--- config.mk ---
export PLATFORM = sky130hd
export DESIGN_NAME = uudecode_line_decoder
export DESIGN_NICKNAME = d
export VERILOG_FILES = /design/src/rtl/uudec_pkg.sv /design/src/rtl/uudec_code_table.sv /design/src/rtl/uudec_line_ctrl.sv /design/src/rtl/uudecode_line_decoder.sv
export SDC_FILE = /design/constraint.sdc
export NUM_CORES = 1
export LEC_CHECK = 0
export ABC_AREA = 1
export BUFFER_PORTS_ARGS = -buffer_cell sky130_fd_sc_hd__buf_2
export CAP_MARGIN = 20
export CORE_ASPECT_RATIO = 2
export CORE_MARGIN = 1.5
export CORE_UTILIZATION = 40
export DETAILED_ROUTE_END_ITERATION = 8
export PLACE_DENSITY_LB_ADDON = 0.15
export SLEW_MARGIN = 20
export SYNTH_ARGS = -nofsm -noshare
export SYNTH_HDL_FRONTEND = slang
export SYNTH_SLANG_ARGS = --single-unit
--- constraint.sdc ---
create_clock -name clk_i -period 5.51 [get_ports clk_i]
set_input_delay 1.102 -clock clk_i [delete_from_list [all_inputs] [get_ports clk_i]]
set_output_delay 1.102 -clock clk_i [all_outputs]
set_load 0.02 [all_outputs]
--- src/rtl/uudec_pkg.sv ---
// Package for the uudecode line decoder: request, status and state codes,
// the request type from the controller to the code table, and the standard mapping.
// No dependencies.
`default_nettype none

package uudec_pkg;

  localparam int CharW         = 7;
  localparam int CodeW         = 6;
  localparam int FillW         = 7;
  localparam int CountW        = 6;
  localparam int TableEntries  = 128;
  localparam int CodeCount     = 64;

  typedef enum logic [1:0] {
    REQ_LINE  = 2'd0,
    REQ_CLEAR = 2'd1,
    REQ_TABLE = 2'd2,
    REQ_NONE  = 2'd3
  } req_e;

  typedef enum logic [1:0] {
    ST_OK   = 2'd0,
    ST_DUP  = 2'd1,
    ST_FULL = 2'd2
  } status_e;

  typedef enum logic {
    KIND_DATA   = 1'b0,
    KIND_STATUS = 1'b1
  } kind_e;

  typedef enum logic [1:0] {
    S_IDLE,
    S_LOOK,
    S_EMIT
  } state_e;

  typedef struct packed {
    logic             clear;
    logic             rd_en;
    logic [CharW-1:0] rd_chr;
    logic             wr_en;
    logic [CharW-1:0] wr_chr;
    logic [CodeW-1:0] wr_code;
  } tbl_req_t;

  function automatic logic [CodeW-1:0] std_code(input logic [CharW-1:0] chr);
    logic [CodeW-1:0] code;
    code = '0;
    if (chr >= 7'h20 && chr <= 7'h5F) begin
      code = CodeW'(chr - 7'h20);
    end else if (chr == 7'h7E) begin
      code = 6'd62;
    end
    return code;
  endfunction

endpackage

`default_nettype wire

--- src/rtl/uudec_code_table.sv ---
// Character translation table: synchronous memory with per-entry written bits
// and a cleared flag; unwritten entries read as the standard mapping or as zero.
// Depends on uudec_pkg.
`default_nettype none

module uudec_code_table #(
  parameter int TABLE_ENTRIES = uudec_pkg::TableEntries
) (
  input  wire                             clk_i,
  input  wire                             rst_ni,
  input  uudec_pkg::tbl_req_t             req_i,
  output logic [uudec_pkg::CodeW-1:0]     code_o
);

  localparam int AW = $clog2(TABLE_ENTRIES);

  logic [uudec_pkg::CodeW-1:0] mem_q [TABLE_ENTRIES];
  logic [uudec_pkg::CodeW-1:0] rd_data_q;
  logic [uudec_pkg::CharW-1:0] rd_chr_q;
  logic [TABLE_ENTRIES-1:0]    written_q;
  logic                        cleared_q;

  always_ff @(posedge clk_i) begin
    if (req_i.wr_en) begin
      mem_q[AW'(req_i.wr_chr)] <= req_i.wr_code;
    end
    if (req_i.rd_en) begin
      rd_data_q <= mem_q[AW'(req_i.rd_chr)];
      rd_chr_q  <= req_i.rd_chr;
    end
  end

  always_ff @(posedge clk_i or negedge rst_ni) begin
    if (!rst_ni) begin
      written_q <= '0;
      cleared_q <= 1'b0;
    end else if (req_i.clear) begin
      written_q <= '0;
      cleared_q <= 1'b1;
    end else if (req_i.wr_en) begin
      written_q[AW'(req_i.wr_chr)] <= 1'b1;
    end
  end

  always_comb begin
    if (written_q[AW'(rd_chr_q)]) begin
      code_o = rd_data_q;
    end else if (cleared_q) begin
      code_o = '0;
    end else begin
      code_o = uudec_pkg::std_code(rd_chr_q);
    end
  end

endmodule

`default_nettype wire

--- src/rtl/uudec_line_ctrl.sv ---
// Request sequencer: table loading, line count and group assembly, byte emission
// with end-of-line padding, and the output register. Depends on uudec_pkg.
`default_nettype none

module uudec_line_ctrl (
  input  wire                          clk_i,
  input  wire                          rst_ni,
  input  wire                          s_axis_tvalid_i,
  output logic                         s_axis_tready_o,
  input  wire  [7:0]                   s_axis_tdata_i,   // [6:0] char_code
  input  wire  [1:0]                   s_axis_tuser_i,   // [1:0] req_type
  input  wire                          s_axis_tlast_i,   // end_of_line
  output logic                         m_axis_tvalid_o,
  input  wire                          m_axis_tready_i,
  output logic [15:0]                  m_axis_tdata_o,   // [7:0] data_byte, [9:8] table_status
  output logic                         m_axis_tuser_o,   // result_kind
  output logic                         m_axis_tlast_o,   // last_of_line
  output uudec_pkg::tbl_req_t          tbl_req_o,
  input  wire  [uudec_pkg::CodeW-1:0]  code_i
);

  uudec_pkg::state_e              state_q, state_d;
  uudec_pkg::req_e                req_q, req_d;
  logic [uudec_pkg::CharW-1:0]    chr_q, chr_d;
  logic                           eol_q, eol_d;
  logic [uudec_pkg::FillW-1:0]    fill_q, fill_d;
  logic [uudec_pkg::CountW-1:0]   rem_q, rem_d;
  logic                           started_q, started_d;
  logic [1:0]                     phase_q, phase_d;
  logic [17:0]                    bits_q, bits_d;
  logic [23:0]                    word_q, word_d;
  logic [1:0]                     idx_q, idx_d;

  logic                           out_valid_q;
  logic [7:0]                     out_byte_q;
  uudec_pkg::status_e             out_status_q;
  uudec_pkg::kind_e               out_kind_q;
  logic                           out_last_q;

  logic                           out_free;
  logic                           out_load;
  logic [7:0]                     out_byte;
  uudec_pkg::status_e             out_status;
  uudec_pkg::kind_e               out_kind;
  logic                           out_last;
  logic                           grp;

  assign out_free = !out_valid_q || m_axis_tready_i;

  always_ff @(posedge clk_i or negedge rst_ni) begin
    if (!rst_ni) begin
      state_q   <= uudec_pkg::S_IDLE;
      req_q     <= uudec_pkg::REQ_LINE;
      chr_q     <= '0;
      eol_q     <= 1'b0;
      fill_q    <= '0;
      rem_q     <= '0;
      started_q <= 1'b0;
      phase_q   <= '0;
      bits_q    <= '0;
      word_q    <= '0;
      idx_q     <= '0;
    end else begin
      state_q   <= state_d;
      req_q     <= req_d;
      chr_q     <= chr_d;
      eol_q     <= eol_d;
      fill_q    <= fill_d;
      rem_q     <= rem_d;
      started_q <= started_d;
      phase_q   <= phase_d;
      bits_q    <= bits_d;
      word_q    <= word_d;
      idx_q     <= idx_d;
    end
  end

  always_comb begin
    state_d    = state_q;
    req_d      = req_q;
    chr_d      = chr_q;
    eol_d      = eol_q;
    fill_d     = fill_q;
    rem_d      = rem_q;
    started_d  = started_q;
    phase_d    = phase_q;
    bits_d     = bits_q;
    word_d     = word_q;
    idx_d      = idx_q;
    tbl_req_o  = '0;
    s_axis_tready_o = 1'b0;
    out_load   = 1'b0;
    out_byte   = '0;
    out_status = uudec_pkg::ST_OK;
    out_kind   = uudec_pkg::KIND_DATA;
    out_last   = 1'b0;
    grp        = 1'b0;

    case (state_q)
      uudec_pkg::S_IDLE: begin
        s_axis_tready_o = 1'b1;
        if (s_axis_tvalid_i) begin
          req_d = uudec_pkg::req_e'(s_axis_tuser_i);
          chr_d = s_axis_tdata_i[uudec_pkg::CharW-1:0];
          eol_d = s_axis_tlast_i;
          case (uudec_pkg::req_e'(s_axis_tuser_i))
            uudec_pkg::REQ_CLEAR: begin
              tbl_req_o.clear = 1'b1;
              fill_d = '0;
            end
            uudec_pkg::REQ_LINE, uudec_pkg::REQ_TABLE: begin
              tbl_req_o.rd_en  = 1'b1;
              tbl_req_o.rd_chr = s_axis_tdata_i[uudec_pkg::CharW-1:0];
              state_d = uudec_pkg::S_LOOK;
            end
            default: begin
            end
          endcase
        end
      end

      uudec_pkg::S_LOOK: begin
        if (req_q == uudec_pkg::REQ_TABLE) begin
          if (out_free) begin
            out_load = 1'b1;
            out_kind = uudec_pkg::KIND_STATUS;
            if (fill_q >= uudec_pkg::FillW'(uudec_pkg::CodeCount)) begin
              out_status = uudec_pkg::ST_FULL;
            end else if (code_i != '0) begin
              out_status = uudec_pkg::ST_DUP;
            end else begin
              tbl_req_o.wr_en   = 1'b1;
              tbl_req_o.wr_chr  = chr_q;
              tbl_req_o.wr_code = fill_q[uudec_pkg::CodeW-1:0];
              fill_d = fill_q + uudec_pkg::FillW'(1);
              out_status = (fill_q == uudec_pkg::FillW'(uudec_pkg::CodeCount - 1)) ?
                           uudec_pkg::ST_FULL : uudec_pkg::ST_OK;
            end
            state_d = uudec_pkg::S_IDLE;
          end
        end else begin
          word_d = '0;
          idx_d  = '0;
          if (!started_q) begin
            rem_d     = code_i;
            started_d = 1'b1;
            phase_d   = '0;
            bits_d    = '0;
          end else if (rem_q != '0) begin
            if (phase_q == 2'd3) begin
              word_d  = {bits_q, code_i};
              grp     = 1'b1;
              phase_d = '0;
              bits_d  = '0;
            end else begin
              bits_d  = {bits_q[11:0], code_i};
              phase_d = phase_q + 2'd1;
            end
          end
          if (eol_q) begin
            case (phase_d)
              2'd1:    word_d = {bits_d[5:0], 18'b0};
              2'd2:    word_d = {bits_d[11:0], 12'b0};
              2'd3:    word_d = {bits_d, 6'b0};
              default: begin
              end
            endcase
            started_d = 1'b0;
            phase_d   = '0;
            bits_d    = '0;
          end
          state_d = ((grp || eol_q) && rem_d != '0) ? uudec_pkg::S_EMIT : uudec_pkg::S_IDLE;
        end
      end

      uudec_pkg::S_EMIT: begin
        if (out_free) begin
          out_load = 1'b1;
          case (idx_q)
            2'd0:    out_byte = word_q[23:16];
            2'd1:    out_byte = word_q[15:8];
            default: out_byte = word_q[7:0];
          endcase
          out_last = (rem_q == uudec_pkg::CountW'(1));
          rem_d = rem_q - uudec_pkg::CountW'(1);
          idx_d = idx_q + 2'd1;
          if (rem_q == uudec_pkg::CountW'(1)) begin
            state_d = uudec_pkg::S_IDLE;
          end else if (idx_q == 2'd2) begin
            if (eol_q) begin
              word_d = '0;
              idx_d  = '0;
            end else begin
              state_d = uudec_pkg::S_IDLE;
            end
          end
        end
      end

      default: begin
        state_d = uudec_pkg::S_IDLE;
      end
    endcase
  end

  always_ff @(posedge clk_i or negedge rst_ni) begin
    if (!rst_ni) begin
      out_valid_q <= 1'b0;
    end else if (out_load) begin
      out_valid_q <= 1'b1;
    end else if (m_axis_tready_i) begin
      out_valid_q <= 1'b0;
    end
  end

  always_ff @(posedge clk_i) begin
    if (out_load) begin
      out_byte_q   <= out_byte;
      out_status_q <= out_status;
      out_kind_q   <= out_kind;
      out_last_q   <= out_last;
    end
  end

  assign m_axis_tvalid_o = out_valid_q;
  assign m_axis_tdata_o  = {6'b0, out_status_q, out_byte_q};
  assign m_axis_tuser_o  = out_kind_q;
  assign m_axis_tlast_o  = out_last_q;

endmodule

`default_nettype wire

--- src/rtl/uudecode_line_decoder.sv ---
// Top level of the uudecode line decoder: code table memory and request sequencer.
// Depends on uudec_pkg, uudec_code_table and uudec_line_ctrl.
//
// One request is worked on at a time. A line or table character is accepted in S_IDLE,
// which reads the code table, and the entry is acted on in S_LOOK. A clear request is done
// in S_IDLE. A character that completes a group of four then emits its decoded bytes (up to
// three) in S_EMIT, and the last character of a line emits each byte still owed by the count;
// each byte leaves through a single output register, so a stalled output stalls the emission
// and the table status too. Table characters give one status transaction.
`default_nettype none

module uudecode_line_decoder #(
  parameter int TABLE_ENTRIES = uudec_pkg::TableEntries
) (
  input  wire         clk_i,
  input  wire         rst_ni,
  input  wire         s_axis_tvalid_i,
  output logic        s_axis_tready_o,
  input  wire  [7:0]  s_axis_tdata_i,   // [6:0] char_code
  input  wire  [1:0]  s_axis_tuser_i,   // [1:0] req_type
  input  wire         s_axis_tlast_i,   // end_of_line
  output logic        m_axis_tvalid_o,
  input  wire         m_axis_tready_i,
  output logic [15:0] m_axis_tdata_o,   // [7:0] data_byte, [9:8] table_status
  output logic        m_axis_tuser_o,   // result_kind
  output logic        m_axis_tlast_o    // last_of_line
);

  uudec_pkg::tbl_req_t         tbl_req;
  logic [uudec_pkg::CodeW-1:0] code;

  uudec_code_table #(
    .TABLE_ENTRIES (TABLE_ENTRIES)
  ) u_table (
    .clk_i  (clk_i),
    .rst_ni (rst_ni),
    .req_i  (tbl_req),
    .code_o (code)
  );

  uudec_line_ctrl u_ctrl (
    .clk_i           (clk_i),
    .rst_ni          (rst_ni),
    .s_axis_tvalid_i (s_axis_tvalid_i),
    .s_axis_tready_o (s_axis_tready_o),
    .s_axis_tdata_i  (s_axis_tdata_i),
    .s_axis_tuser_i  (s_axis_tuser_i),
    .s_axis_tlast_i  (s_axis_tlast_i),
    .m_axis_tvalid_o (m_axis_tvalid_o),
    .m_axis_tready_i (m_axis_tready_i),
    .m_axis_tdata_o  (m_axis_tdata_o),
    .m_axis_tuser_o  (m_axis_tuser_o),
    .m_axis_tlast_o  (m_axis_tlast_o),
    .tbl_req_o       (tbl_req),
    .code_i          (code)
  );

endmodule

`default_nettype wire
==> After elaboration in Yosys (flattened, before gate mapping) <==
Memories as Yosys holds them, arrays and structs flattened. A register that Yosys moved wholly into a read port is not among the register bits.
Index checks and enable logic that the tools add are counted.
{ "op_classes": {"addsub": 5, "n_mul": 0, "div_mod_pow": 0, "n_lt_le_gt_ge": 6, "eq_ne": 29, "n_shift": 0, "n_mux": 87, "bitwise": 4, "reduce_logical": 26} }
{ "op_table": {"columns": ["op", "count"], "rows": [
  ["two-way mux 128 bit", 2],
  ["two-way mux 24 bit", 9],
  ["OR 128 bit", 1],
  ["two-way mux 18 bit", 4],
  ["one-hot mux 24 bit (3 select lines)", 1],
  ["two-way mux 14 bit", 5],
  ["two-way mux 6 bit", 9],
  ["one-hot mux 24 bit (2 select lines)", 1],
  ["two-way mux 2 bit", 23],
  ["two-way mux 7 bit", 6],
  ["two-way mux 9 bit", 2],
  ["nonzero test 6 bit", 3],
  ["less-than comparator 7 x 8 -> 1 bit, second input constant", 2],
  ["two-way mux 1 bit", 16],
  ["one-hot mux 8 bit (2 select lines)", 1],
  ["equality test 2 bit, second input constant", 7],
  ["!= test 2 bit, second input constant", 7],
  ["one-hot mux 7 bit (2 select lines)", 1],
  ["one-hot mux 6 bit (2 select lines)", 1],
  ["AND reduction 6 bit", 2],
  ["!= test 2 x 1 -> 1 bit, second input constant", 5],
  ["equality test 2 x 1 -> 1 bit, second input constant", 4],
  ["two-way mux 8 bit", 1],
  ["nonzero test 2 bit", 4],
  ["29 further kinds", 40]
]} }
{ "totals": {"register_bits": 221, "latch_bits": 0, "mem_bits_rw": 768, "mem_bits_ro": 0, "input_bits": 15, "output_inout_bits": 20, "wordCells": 178, "memories": 1} }
{ "memory_table": {"columns": ["memory", "words", "word_bits", "read_ports", "rd_clocked_by_memory_dff", "write_ports", "line_no", "rtl"], "rows": [
  ["u_table.mem_q", 128, 6, 1, 1, 1, "uudec_code_table.sv:17", "logic [uudec_pkg::CodeW-1:0] mem_q [TABLE_ENTRIES];"]
]} }

==> Depth between registers and ports, before layout <==
{ "logic_depth": {"ltp_word": 18, "mapped_depth": 24, "mapped_depth_nobuf": 21} }

==> Modules after synthesis <==
From an unflattened synthesis, not the netlist that was laid out.
{ "hier_totals": {"cells_unflattened": 4076, "hier_area_um2": 42555.8} }
{ "modules_own_cells": {"columns": ["mod", "n_inst", "cells_per_inst", "area_per_inst_um2", "seq_area_each_um2"], "rows": [
  ["uudec_code_table", 1, 3354, 37385.9, 26680.6],
  ["uudec_line_ctrl", 1, 722, 5170.0, 2187.1]
]} }

==> Worst setup path before layout <==
No wires, ideal clock.
{ "synth_timing": {"kind": "register -> register", "startpoint": "reg u_table.rd_chr_q[0] in the netlist's numbering", "endpoint": "mem u_table.mem_q[0][0] in the netlist's numbering, data pin", "setup_time_ns": 0.798, "arrival_ns": 5.293, "required_time_ns": 4.712, "slack_ns": -0.581, "stages_incl_launch_ff": 21, "n_path_buf": 3, "period_less_slack_ns": 6.091, "path_cell_list": "edfxtp_1 -> buf_6 -> inv_2 -> buf_4 -> nand2_1 -> nand3_1 -> nand3_1 -> nand2_1 -> nand2_1 -> nand3_1 -> nand2_1 -> nor2_2 -> nor2_4 -> buf_4 -> nand3_1 -> nand2_2 -> nor2_8 -> inv_2 -> nor2_8 -> nand2_2 -> nor2_1"} }
{ "synth_rtl": {"columns": ["element", "line_no", "rtl"], "rows": [
  ["start, declared", "uudec_code_table.sv:19", "logic [uudec_pkg::CharW-1:0] rd_chr_q;"],
  ["start signal, assigned", "uudec_code_table.sv:29", "rd_chr_q <= req_i.rd_chr;"],
  ["end, declared", "uudec_code_table.sv:17", null]
]} }

==> Worst setup path after layout <==
{ "layout_timing": {"startpoint": "reg u_table.rd_chr_q[1] in the netlist's numbering", "endpoint": "mem u_table.mem_q[120][0] in the netlist's numbering, enable pin"} }
{ "layout_between": {"elab_chain_cells": 13, "word_cells_on_any_way": 19, "cone_classes": "add/sub (1); order compare (2); eq/ne (1); mux (13); reduce/logical (2)"} }
{ "layout_lines": {"columns": ["element", "line_no", "rtl"], "rows": [
  ["greater-or-equal comparator 7 x 6 -> 1 bit (tied with other cells)", "uudec_pkg.sv:51", "if (chr >= 7'h20 && chr <= 7'h5F) begin"],
  ["logical AND 1 bit / two-way mux 6 bit (equally long branches)", "uudec_pkg.sv:51, uudec_pkg.sv:53", null],
  ["two-way mux 6 bit", "uudec_pkg.sv:51", null],
  ["two-way mux 6 bit", "uudec_code_table.sv:48", "end else if (cleared_q) begin"],
  ["two-way mux 6 bit (*)", "uudec_code_table.sv:46", "if (written_q[AW'(rd_chr_q)]) begin"],
  ["nonzero test 6 bit (*)", "uudec_line_ctrl.sv:129", "end else if (code_i != '0) begin"],
  ["two-way mux 14 bit (*)", "uudec_line_ctrl.sv:129", null],
  ["two-way mux 14 bit (*)", "uudec_line_ctrl.sv:127", "if (fill_q >= uudec_pkg::FillW'(uudec_pkg::CodeCount)) begin"],
  ["two-way mux 14 bit (*)", "uudec_line_ctrl.sv:124", "if (out_free) begin"],
  ["two-way mux 14 bit (*)", "uudec_line_ctrl.sv:123", "if (req_q == uudec_pkg::REQ_TABLE) begin"],
  ["two-way mux 14 bit (*)", "uudec_line_ctrl.sv:99", "case (state_q)"],
  ["two-way mux 1 bit", "uudec_code_table.sv:24", "if (req_i.wr_en) begin"],
  ["two-way mux 1 bit (not written as such)", "uudec_code_table.sv:25", "mem_q[AW'(req_i.wr_chr)] <= req_i.wr_code;"]
]} }
Every way passes the cells marked *; elsewhere a longest branch is shown, timed or not. The select of a mux whose other input is x is not followed.

==> results.toml <==
[floorplanning]
die_x_um = 232
coreArea_sq_um = 105000
top_level_ports = 35
start_util_pct = 40.2
dieHeight_um = 462
rows = 168
die-area_sq_um = 107000

[power_and_ir_drop]
power_density_nw_per_um2 = 377
ir_drop_v = 0.000278
leakagePower_nw = 15.1
p_total_mw = 17.6

[synthesis]
synth_edf_count = 793
yosys_register_bits = 995
avgSynthCellArea_sq_um = 11.3
synth_async_sr_flop_share_pct = 20.3
netlist_instances = 3715
ys.flop_type = "edfxtp_1"
netlist_area_sq_um = 42100
synth_warnings = 0
yosysUniqueCellTypes = 43
yosysSeqAreaShare_pct = 68.6

[setup_path]
path_depth = 19
crit_arrival_ns = 5.25
crit_slowest_cell = "inv_2"
path_buf_inv = 3
critPathTopFamily = "simple AND/OR/NAND/NOR gates"
rrSetupSlack_ns = 0.58
crit_chain = "inv_2 -> nand3_1 -> nand3_1 -> nand2_1 -> nand2_1 -> nand3_1 -> nand3_1 -> nand2_1 -> nand2_1 -> nand2_2 -> nand2_1 -> nand2_2 -> nor2_8 -> inv_2 -> nor2_8 -> nand4_4 -> nor2_4 -> inv_1 -> nor2_1"
critical_path_class = "reg -> reg"
crit_top_cell = "nand2_1"
r2r_cells = 19
rr_startpoint = "u_table.rd_chr_q[1]$_DFFE_PP_"
crit_path_max_fanout = 34
worstSetupStartpoint = "u_table.rd_chr_q[1]$_DFFE_PP_"
max_stage_delay_ns = 0.58
r2r-end = "u_table.mem_q[120][0]$_DFFE_PP_"
critical_path.endpoint_type = "flip-flop"
cp-start-kind = "flip-flop"
crit_required_ns = 5.84

[global_route]
grt_pass1_vias = 28600
grt.overflow.total = 0
antenna_found_initial = 2
grt_start_max_net_pins = 161
grtUsageTotal_pct = 23.3
grt_pass1_wl_um = 183000

[cells_and_area]
nFillCells = 9855
drive_gt1_share_pct = 8.19
register_area_sq_um = 28900
final_util_pct = 44.6
nets = 3705
areaGrowthSynthToFinish_pct = 10.8
final_cell_area_sq_um = 46700
final_cells = 5108
multi_input_area_sq_um = 11100

[placement]
dpl.hpwl_um = 79600
place_inst = 4951
placed_cell_area_sq_um = 44000
port_buffers = 27
place.gp.congestion = 0.846

[clock_tree]
cts-htree-levels = 3
clkTransAtPathRegs_ns = 0.07
cts_resized = 0
tritoncts = "done"
cts_setup_buffers = 0
cts_buffer_depth = 3
cts_made_buffers = 85
insertion_delay_ns = 0.70
cts.hold.buffers_added = 0
clock-root-buffer = "clkbuf_16"
clock_sinks = 995

[routing]
wirelength_um = 125000
viasPerCell = 5.55
antenna_left = 0
drt_iter0_drc = 1956
wl_per_cell_um = 24.4
first_pass_iters = 6
drc = 0
dr_total_vias = 28300

[timing]
max_freq_ghz = 0.203
period_share_pct = 89.4
final.setup_skew_ns = 0.0330
worst_slew_pin_slew_ns = 1.09
slew_headroom_pct = 27.0
hold_viol_final = 0
finalSetupViolCount = 0
slew_viol_final = 0
rsz0062_at_grt = "false"
min_period_ns = 4.93

[min_path]
min_path_type = "in -> async"

[run_status]
status = "complete, no violations"

[run]
drv_cap = 0
## logic make-up (layout without fill, tap and decap cells)
kind of cell | count (synthesis) | in the layout | share of synthesized area [%]
adders and majority gates | 11 | 11 | 0.327
and+or+nand+nor | 1089 | 1089 | 11.2
DFF | 995 | 995 | 68.6
xor gates and xnor gates | 2 | 2 | 0.0416
buffers and inverters | 589 | 616 | 5.51
other | 1 | 7 | 0.00890
AOI/OAI and AO/OA | 1028 | 1028 | 14.4
## flip-flops by register name, indices dropped and copies added, names as in the netlist
register and flops:
u_table.mem_q 768, u_table.written_q 128, u_ctrl.word_q 24, u_ctrl.bits_q 18, u_ctrl.out_byte_q 8, u_ctrl.chr_q 7
u_ctrl.fill_q 7, u_table.rd_chr_q 7, u_ctrl.rem_q 6, u_table.rd_data_q 6, u_ctrl.idx_q 2, u_ctrl.out_status_q 2
u_ctrl.phase_q 2, u_ctrl.req_q 2, u_ctrl.state_q 2, u_ctrl.eol_q 1, u_ctrl.m_axis_tlast_o 1, u_ctrl.m_axis_tuser_o 1
u_ctrl.m_axis_tvalid_o 1, u_ctrl.started_q 1, u_table.cleared_q 1
## final cells by class
| type | instances | area share, % |
|---|---|---|
| inverters | 349 | 2.84 |
| repair buffers | 112 | 2.28 |
| clock inverters | 49 | 0.823 |
| clock buffers | 106 | 4.84 |
| well taps | 1360 | 3.65 |
| multi-input cells | 2136 | 23.7 |
| flip-flops and latches | 995 | 61.9 |
| diodes | 1 | 0.00536 |
## cells in the final DEF, fill, tap and decap left out, types with 15 or more instances in the layout
master | netlist | final
edfxtp_1 | 793 | 793
nor2_1 | 481 | 470
o21ai_0 | 454 | 454
nand2_1 | 366 | 366
inv_1 | 337 | 334
dfrtp_1 | 202 | 201
a21oi_1 | 172 | 172
nand3_1 | 171 | 171
o22ai_1 | 149 | 149
o221ai_1 | 110 | 110
o211ai_1 | 99 | 99
clkbuf_16 | 0 | 87
buf_4 | 12 | 63
buf_2 | 20 | 26
nor2_4 | 12 | 22
buf_12 | 0 | 21
clkbuf_1 | 197 | 18
clkinv_1 | 4 | 17
clkinv_2 | 0 | 15
## through the flow
step,hold WS (ns),setup WS (ns),setup TNS [ns]
final,0.275,0.584,0
after global routing,0.269,0.299,0
after CTS,0.489,0.574,0
after detailed placement,0.474,0.588,0
after global placement,0.466,0.626,0
after floorplan,0.449,-0.581,-446.13
## where the power goes
part           switching [mW]  internal (mW)  leakage (nW)
clock network            2.81           3.12          1.29
logic                    2.21          0.783          5.04
registers               0.273           8.39          8.75
total                    5.29           12.3          15.1
## synth_stat cells (6+ instances only)
| library cell | count | area share (%) |
|---|---|---|
| a21oi_1 | 172 | 2.0 |
| a31oi_1 | 13 | 0.19 |
| buf_1 | 6 | 0.053 |
| buf_2 | 20 | 0.24 |
| buf_4 | 12 | 0.21 |
| clkbuf_1 | 197 | 1.8 |
| dfrtp_1 | 202 | 12 |
| edfxtp_1 | 793 | 57 |
| ha_1 | 11 | 0.33 |
| inv_1 | 337 | 3.0 |
| inv_2 | 8 | 0.071 |
| nand2_1 | 366 | 3.3 |
| nand2_2 | 7 | 0.10 |
| nand3_1 | 171 | 2.0 |
| nand4_1 | 10 | 0.15 |
| nand4_4 | 7 | 0.35 |
| nor2_1 | 481 | 4.3 |
| nor2_2 | 8 | 0.12 |
| nor2_4 | 12 | 0.32 |
| nor3_1 | 12 | 0.14 |
| nor3_2 | 6 | 0.14 |
| o211ai_1 | 99 | 1.8 |
| o21ai_0 | 454 | 5.4 |
| o21ai_1 | 12 | 0.14 |
| o21bai_1 | 6 | 0.11 |
| o221ai_1 | 110 | 2.3 |
| o22ai_1 | 149 | 2.2 |
## how the worst max path moves through the flow
| stage | slack [ns] | to |
|---|---|---|
| 4_1_cts | 0.57 | u_table.mem_q[120][4]$_DFFE_PP_ |
| 5_1_grt | 0.30 | u_table.mem_q[65][1]$_DFFE_PP_ |
| 6_report | 0.58 | u_table.mem_q[120][0]$_DFFE_PP_ |
| 3_5_place_dp | 0.59 | u_table.mem_q[120][0]$_DFFE_PP_ |
| 2_1_floorplan | -0.58 | u_table.mem_q[0][0]$_DFFE_PP_ |
| 3_3_place_gp | 0.63 | u_table.mem_q[120][0]$_DFFE_PP_ |
## worst reg2reg max path: stages, from the launching register on
cell,delay (ns)
edfxtp_1,0.40
inv_2,0.58
nand3_1,0.15
nand3_1,0.12
nand2_1,0.11
nand2_1,0.09
nand3_1,0.12
nand3_1,0.10
nand2_1,0.05
nand2_1,0.32
nand2_2,0.24
nand2_1,0.13
nand2_2,0.16
nor2_8,0.25
inv_2,0.09
nor2_8,0.29
nand4_4,0.31
nor2_4,0.37
inv_1,0.14
nor2_1,0.54
## metal layers
metal / vias up / global-route usage (%) / routed length, um
met1: 14300 / 24.2 / 44100
met3: 227 / 2.88 / 4250
met5: - / 0 / 13
li1: 13200 / - / -
met4: 2 / 10.2 / 5320
met2: 667 / 45.7 / 70900
No activity file was read; power rests on OpenSTA's default activity.
